<file path="config.mk">
export PLATFORM = sky130hd
export DESIGN_NAME = fpe_ctrl
export DESIGN_NICKNAME = d
export VERILOG_FILES = /design/src/rtl/assert_macros.svh /design/src/rtl/fpe_pkg.sv /design/src/rtl/fpe_ctrl.sv
export SDC_FILE = /design/constraint.sdc
export NUM_CORES = 1
export LEC_CHECK = 0
export BUFFER_PORTS_ARGS = -buffer_cell sky130_fd_sc_hd__buf_2
export CAP_MARGIN = 20
export CORE_AREA = 2 2 39 41
export CTS_BUF_LIST = sky130_fd_sc_hd__clkbuf_8 sky130_fd_sc_hd__clkbuf_16
export CTS_CLUSTER_DIAMETER = 30
export CTS_CLUSTER_SIZE = 30
export DETAILED_ROUTE_END_ITERATION = 12
export DIE_AREA = 0 0 41 43
export PLACE_DENSITY = 0.49
export SLEW_MARGIN = 40
export SYNTH_ARGS = -nofsm -noshare
export SYNTH_HDL_FRONTEND = slang
export SYNTH_SLANG_ARGS = --single-unit
</file>
<file path="constraint.sdc">
create_clock -name clk -period 1.2 [get_ports clk]
set_clock_uncertainty 0.05 [all_clocks]
set_input_delay 0.12 -clock clk [delete_from_list [all_inputs] [get_ports clk]]
set_output_delay 0.12 -clock clk [all_outputs]
set_load 0.01 [all_outputs]
</file>
<file path="src/rtl/assert_macros.svh">
// Assertion macros for the framebuffer engine RTL.
// No dependencies; included inside module bodies that need checks.
`ifndef ASSERT_MACROS_SVH
`define ASSERT_MACROS_SVH

// Same-cycle implication, checked out of reset.
`define ASSERT_NOW(label, ante, cons) \
  label: assert property (@(posedge clk) disable iff (rst) (ante) |-> (cons)) \
    else $error("same-cycle check failed");

// Next-cycle implication, checked out of reset.
`define ASSERT_NEXT(label, ante, cons) \
  label: assert property (@(posedge clk) disable iff (rst) (ante) |=> (cons)) \
    else $error("next-cycle check failed");

`endif

</file>
<file path="src/rtl/fpe_pkg.sv">
// Shared types and constants for the framebuffer pixel engine.
// No dependencies; imported by the controller, datapath and top level.
`timescale 1ns / 1ps

package fpe_pkg;

  localparam int S_TDATA_W = 64;
  localparam int M_TDATA_W = 8;

  // Operation codes.
  localparam logic [3:0] OP_SET      = 4'd0;
  localparam logic [3:0] OP_CLEAR    = 4'd1;
  localparam logic [3:0] OP_TOGGLE   = 4'd2;
  localparam logic [3:0] OP_GET      = 4'd3;
  localparam logic [3:0] OP_CLR_AREA = 4'd4;
  localparam logic [3:0] OP_INV_AREA = 4'd5;
  localparam logic [3:0] OP_BLIT     = 4'd6;
  localparam logic [3:0] OP_CLR_ALL  = 4'd7;
  localparam logic [3:0] OP_INV_ALL  = 4'd8;

  // Column word update functions.
  localparam logic [1:0] FN_OR     = 2'd0;
  localparam logic [1:0] FN_ANDNOT = 2'd1;
  localparam logic [1:0] FN_XOR    = 2'd2;

  // Row mask shapes.
  localparam logic [1:0] MK_POINT = 2'd0;
  localparam logic [1:0] MK_SPAN  = 2'd1;
  localparam logic [1:0] MK_BYTE  = 2'd2;
  localparam logic [1:0] MK_FULL  = 2'd3;

  typedef struct packed {
    logic capture;
    logic decode;
    logic prep;
    logic issue;
    logic load_out;
  } cmd_t;

  typedef struct packed {
    logic need_sweep;
    logic last;
  } sts_t;

endpackage

</file>
<file path="src/rtl/fpe_ctrl.sv">
// Sequencing state machine for the framebuffer pixel engine.
// Depends on fpe_pkg for the command and status structs.
`timescale 1ns / 1ps

module fpe_ctrl (
  input  logic         clk,
  input  logic         rst,
  input  logic         s_tvalid,
  output logic         s_tready,
  output logic         m_tvalid,
  input  logic         m_tready,
  input  fpe_pkg::sts_t sts,
  output fpe_pkg::cmd_t cmd
);

  import fpe_pkg::*;

  localparam logic [2:0] ST_IDLE   = 3'd0;
  localparam logic [2:0] ST_DECODE = 3'd1;
  localparam logic [2:0] ST_PREP   = 3'd2;
  localparam logic [2:0] ST_SWEEP  = 3'd3;
  localparam logic [2:0] ST_DRAIN  = 3'd4;
  localparam logic [2:0] ST_FINISH = 3'd5;

  logic [2:0] state;
  logic [2:0] state_next;
  logic       out_free;

  assign s_tready = (state == ST_IDLE);
  assign out_free = !m_tvalid || m_tready;

  always_comb begin
    state_next   = state;
    cmd          = '0;
    cmd.capture  = s_tvalid && s_tready;
    case (state)
      ST_IDLE: begin
        if (s_tvalid) begin
          state_next = ST_DECODE;
        end
      end
      ST_DECODE: begin
        cmd.decode = 1'b1;
        state_next = ST_PREP;
      end
      ST_PREP: begin
        cmd.prep   = 1'b1;
        state_next = sts.need_sweep ? ST_SWEEP : ST_FINISH;
      end
      ST_SWEEP: begin
        cmd.issue = 1'b1;
        if (sts.last) begin
          state_next = ST_DRAIN;
        end
      end
      ST_DRAIN: begin
        state_next = ST_FINISH;
      end
      ST_FINISH: begin
        if (out_free) begin
          cmd.load_out = 1'b1;
          state_next   = ST_IDLE;
        end
      end
      default: begin
        state_next = ST_IDLE;
      end
    endcase
  end

  always_ff @(posedge clk) begin
    if (rst) begin
      state    <= ST_IDLE;
      m_tvalid <= 1'b0;
    end else begin
      state <= state_next;
      if (cmd.load_out) begin
        m_tvalid <= 1'b1;
      end else if (m_tready) begin
        m_tvalid <= 1'b0;
      end
    end
  end

endmodule

</file>
**Yosys cells after proc, flatten, opt, wreduce, memory -nomap -nowiden**

Cells that the tools add are included.
Widths: inputs -> output; s select.

- Flip-flop bits (word level): 4
- Input port bits: 6
- Output and inout port bits: 7
- Logic and storage cells: 28

- Equality and inequality tests: 8
- Multiplexer cells: 12
- Reduce and logical (&&, ||, !) cells: 6

Operators by type and width:

| cell | number |
|---|---|
| $pmux 3 s6 | 1 |
| $mux 3 | 4 |
| $mux 1 | 7 |
| $eq 3x2->1 const B | 2 |
| $eq 3x3->1 const B | 2 |
| $ne 2x2->1 const B | 3 |
| $eq 3x1->1 const B | 1 |
| $logic_not 3->1 | 1 |
| $reduce_and 3->1 | 1 |
| $reduce_bool 2->1 | 1 |
| $logic_and 1x1->1 | 1 |
| $logic_not 1->1 | 1 |
| $logic_or 1x1->1 | 1 |

**Depth between registers and ports, before layout**

Gate-level depths: netlist of run 1.

- Depth after elaboration: 5
- Mapped depth: 3
- Gate-level depth less buffers: 3

**Worst setup path after synthesis of run 1**

OpenSTA, ideal clock, no wires.

- Kind: flip-flop to output port
- Start: register state[0]
- End: output cmd[4] (netlist bit)
- Arrival time: 923 ps
- Required time: 1,030 ps
- Path slack: 107 ps
- Stages on the path, launching flop included: 3
- Buffers on the path: 0
- Cell sequence: dfxtp_1 -> nor3_1 -> and2_1

RTL lines:

| item | line | RTL |
|---|---|---|
| from (decl) | fpe_ctrl.sv:25 | `logic [2:0] state;` |
| from (signal assigned) | fpe_ctrl.sv:76 | `state <= state_next;` |
| to (decl) | fpe_ctrl.sv:13 | `output fpe_pkg::cmd_t cmd` |

==> flow_summary.toml, run 1 <==
[routing]
drc_errors = 0
wl_met2_um = 264
vias = 251
top_layer_used = "met3"
drt-total-wl_um = 569
dr.first_iter.drc_count = 3
via_per_inst = 4.048
ant_nets = 0
first_pass_iters = 2
drt-met1-wl_um = 275
drt-wirelength-per-cell_um = 9.177
wl_met3_um = 29

[worst_setup_path]
critical_path.cell_chain = "and2b_2, nand2_1, nor2_1, buf_2"
crit_required_ps = 1030
arrival_ps = 1020
path_max_fanout = 7
path_delay_family = "flip-flops"
path_class = "reg2out"
endpoint_kind = "primary output"
worst_path_max_delay_cell = "dfxtp_4"
slowest_delay_ps = 360
start_kind = "flop"
critPathBufInv = 1

[global_route]
grt_overflow = 0
grt_pass1_vias = 222
grt_start_max_net_pins = 8
grt_first_pass_wirelength_um = 945
grt_usage = 0.07908
antenna_found_initial = 0

[power]
power_frac_comb = 0.218
p_int_uw = 426.2
powerDensity_nw_per_um2 = 1458
p_clk_frac = 0.489
switching_share = 0.2462
p_switching_uw = 139.2
power.share.sequential = 0.293
total_power_uw = 565.3
leakage_nw = 0.1801
max-vdd-ir-drop_mv = 0.3345

[cts]
cts_sinks = 4
cts_buffers = 3
insertion_delay_ps = 210
clkSlewWorstSetupHoldPaths_ps = 30
holdBufCountCts = 0
clockRootBuffer = "clkbuf_8"
cts_tree = "done"
cts_max_level = 1
clockBufferDepth = 2

[timing]
fin_crit_sh = 0.9918
slew_headroom = 0.8269
tns_ps = 0
rsz0062_at_grt = "true"
fmax_mhz = 840.2
setup_viol = 0
worst_pin_slew_ps = 259.1
final_hold_viol_count = 0
fin_crit_ps = 1190
slew_violations = 0
setup_slack_ps = 9.796

[layout]
final_net_count = 54
antennaDiodeCount = 0
area_growth_pct = 74.16
drive_above_1_share = 0.6304
final_util = 0.2803
layout_commonest_cell = "buf_2"
layout.cells.non_filler = 62

[floorplan]
die_x_um = 41
initial_core_util = 0.1609
boundaryPins = 13
dieArea_um2 = 1763
core-area_um2 = 1384
rows = 14
die_height_um = 43

[placed_design]
port-buffer-count = 12
place.gp.congestion = 0.7309
dp.cells = 57
pre_cts_ws_ps = 96.41

[min_path]
hold_path_class = "in2reg"

[run_status]
outcome = "completed"

[synthesis]
mappedNetlistArea_um2 = 222.7
yosysSeqAreaShare = 0.3596
syn_inst = 28
ys.warnings.count = 0
postSynthAreaPerCell_um2 = 7.954
synthesis.nets = 34
ys_ff_latch = 4
synth_cell_types = 18

[run]
maxCapViolCount = 0
## state kept, by name (all words and copies together), names as in the netlist
name / cells
state: 3
m_tvalid: 1
## worst paths after layout
check,start,to,slack [ps],cells after the start
worst max register to register,state[1],m_tvalid,100,4
worst max-delay path,state[1],cmd[0],10,4
worst min register to register,state[2],state[1],420,1
worst min-delay path,rst,state[2],60,2
## power groups by stage
stage | registers (mW) | logic, mW | clock network, mW
final | 0.166 | 0.123 | 0.277
after global routing | 0.169 | 0.139 | 0.301
after CTS | 0.164 | 0.120 | 0.285
after detailed placement | 0.165 | 0.110 | 0
after global placement | 0.166 | 0.110 | 0
after floorplan | 0.161 | 0.0646 | 0
## stage by stage
stage | hold WS [ps] | instance area, um^2
5_1_grt | 71.76 | 387.9
2_1_floorplan | 139.1 | 222.7
4_1_cts | 60.19 | 372.9
3_3_place_gp | 286.7 | 310.3
6_report | 64.49 | 387.9
3_5_place_dp | 288.7 | 310.3
## layer usage
metal	track usage	vias up
li1	-	137
met4	0.04000	0
met3	0.03141	0
met1	0.1178	108
met5	0	-
met2	0.09375	6
## timing repair
| item | CTS | global route |
|---|---|---|
| hold endpoints to repair | 0 | 0 |
| setup endpoints to repair | 5 | 4 |
| setup buffers | 2 | 0 |
| resized for setup | 5 | 4 |
| pin swaps | 0 | 2 |
## synthesized netlist by cell type
cell type / count / area, um^2
nor3_1: 2 / 10.01
dfxtp_1: 4 / 80.08
a31oi_1: 1 / 6.260
and2_1: 1 / 6.260
a21oi_1: 3 / 15.01
nor4_1: 1 / 6.260
and2b_2: 2 / 17.52
and2_2: 1 / 7.510
nor2b_1: 1 / 6.260
nand2b_1: 2 / 12.51
nor2_1: 3 / 11.26
and3_2: 1 / 7.510
o21ai_0: 1 / 5.000
inv_1: 1 / 3.750
o21ai_2: 1 / 8.760
nor3b_1: 1 / 7.510
o211ai_1: 1 / 7.510
nand2_1: 1 / 3.750
## cell families (layout without fill, tap and decap cells)
family,count (synthesis),count (layout),synth area share
AOI/OAI and AO/OA,7,7,0.1910
and+or+nand+nor,16,16,0.4327
buffers and inverters,1,19,0.01684
DFF,4,4,0.3596
## final cells by class
| cell class | count | area, um^2 |
|---|---|---|
| clock buffers | 3 | 41.29 |
| fillers | 152 | 996.0 |
| inverters | 1 | 3.754 |
| multi-input cells | 23 | 148.9 |
| flip-flops and latches | 4 | 91.34 |
| well taps | 16 | 20.02 |
| repair buffers | 15 | 82.58 |
Power figures use the tool's default switching activity.
==> run 2, diff against run 1 <==
--- a/config.mk
+++ b/config.mk
@@ -13,7 +13,7 @@
 export CTS_CLUSTER_SIZE = 30
 export DETAILED_ROUTE_END_ITERATION = 12
 export DIE_AREA = 0 0 41 43
-export PLACE_DENSITY = 0.49
+export PLACE_DENSITY = 0.46
 export SLEW_MARGIN = 40
 export SYNTH_ARGS = -nofsm -noshare
 export SYNTH_HDL_FRONTEND = slang
==> flow_summary.toml, run 2 (synthesized netlist as in run 1, its figures left out) <==
[worst_setup_path]
path_delay_family = "flip-flops"
start_kind = "flop"
path_max_fanout = 5
slowest_delay_ps = 350
critical_path.cell_chain = "and2b_2, nand2_1, nor2_1, buf_2"
path_class = "reg2out"
arrival_ps = 1010
regToRegSetupSlack_ps = 170
crit_required_ps = 1030
ff2ff_path_depth = 4
r2r_start = "state[2]"
worst_path_max_delay_cell = "dfxtp_4"
r2r_end = "m_tvalid"
endpoint_kind = "primary output"
critPathBufInv = 1

[floorplan]
rows = 14
core-area_um2 = 1384
die_x_um = 41
die_height_um = 43
boundaryPins = 13
initial_core_util = 0.1609
dieArea_um2 = 1763

[run_status]
outcome = "completed"

[min_path]
hold_path_class = "in2reg"
holdPathEnd = "state[0]"
holdPathStages = 2
hold_start = "rst"

[routing]
dr.first_iter.drc_count = 2
via_per_inst = 4.172
ant_nets = 0
drt-met1-wl_um = 288
vias = 267
wl_met2_um = 304
drt-total-wl_um = 613
drc_errors = 0
top_layer_used = "met3"
drt-wirelength-per-cell_um = 9.578
wl_met3_um = 20
first_pass_iters = 2

[power]
total_power_uw = 592.9
max-vdd-ir-drop_mv = 0.4581
leakage_nw = 0.1945
powerDensity_nw_per_um2 = 1415

[cts]
cts_tree = "done"
cts_sinks = 4
clockRootBuffer = "clkbuf_8"
insertion_delay_ps = 220
clkSlewWorstSetupHoldPaths_ps = 30
cts_max_level = 1
clockBufferDepth = 2
cts_buffers = 3
holdBufCountCts = 0

[placed_design]
hpwl_um = 441.9
place_area_um2 = 317.8
port-buffer-count = 12
place.gp.congestion = 0.6469

[timing]
fmax_mhz = 848.0
tns_ps = 0
worst_pin_slew_ps = 203.3
slew_violations = 0
slew_headroom = 0.8632
fin_crit_sh = 0.9827
final_hold_viol_count = 0
rsz0062_at_grt = "true"
fin_crit_ps = 1179
setup_viol = 0

[global_route]
grt_first_pass_wirelength_um = 917
grt_usage = 0.08225
grt_start_max_net_pins = 9
grt_overflow = 0
grt_pass1_vias = 229
antenna_found_initial = 0

[layout]
final_util = 0.3029
final_net_count = 56
antennaDiodeCount = 0
area_growth_pct = 88.20
layout_commonest_cell = "buf_2"
final_cell_mix = "buf_2 (12), nor2_1 (3), a21oi_1 (3), clkbuf_8 (3), buf_4 (3)"
reg_top3 = "state (3), m_tvalid (1)"
fillers = 148
drive_above_1_share = 0.6875
top_register = "state"
largest_reg_flops = 3
design_area_um2 = 419.2

[run]
maxCapViolCount = 0
==> run 2: changes by cell type in the layout (fill, tap and decap cells not counted), sizes merged <==
cell / delta
buf: +2
==> run 2: how the worst max path moves through the flow <==
stage | from | cells after the start | endpoint | slack [ps]
final | state[2] | 4 | cmd[0] | 20
after global routing | state[2] | 4 | cmd[0] | -30
after CTS | state[2] | 4 | cmd[0] | -2
after detailed placement | state[2] | 4 | cmd[0] | 140
after global placement | state[2] | 4 | cmd[0] | 140
after floorplan | state[0] | 2 | cmd[4] | 110
==> run 2: where the power goes <==
group,leakage (nW),internal [mW],switching (mW)
registers,0.0342,0.147,0.0143
clock network,0.0216,0.214,0.0670
logic,0.139,0.0812,0.0702
==> run 2: routing by layer <==
metal,vias up,GRT usage
met5,-,0
met4,0,0.06000
met3,0,0.04712
met2,6,0.1000
met1,121,0.1026
li1,140,-
==> run 2: final cells by class <==
type | instances | area [um^2] | share of cell area
clock buffer | 3 | 41.29 | 0.09851
sequential | 4 | 86.33 | 0.2060
multi-input combinational | 23 | 162.7 | 0.3881
tap | 16 | 20.02 | 0.04776
timing repair buffer | 17 | 105.1 | 0.2507
inverter | 1 | 3.754 | 0.008955
==> run 2: what timing repair did <==
| item | 4_1_cts | 5_1_grt |
|---|---|---|
| endpoints found under the setup margin | 5 | 4 |
| gates resized for setup | 5 | 7 |
| pin swaps | 0 | 3 |
| buffers inserted | 0 | 3 |
| hold endpoints to repair | 0 | 0 |
==> run 2: through the flow <==
step           worst slack, ps  instances  hold WS [ps]
6_report                 20.78         64         61.54
5_1_grt                 -29.60         64         63.57
4_1_cts                 -2.338         61         56.48
3_5_place_dp             139.4         58         293.4
3_3_place_gp             138.8         58         289.9
2_1_floorplan            107.4         28         139.1
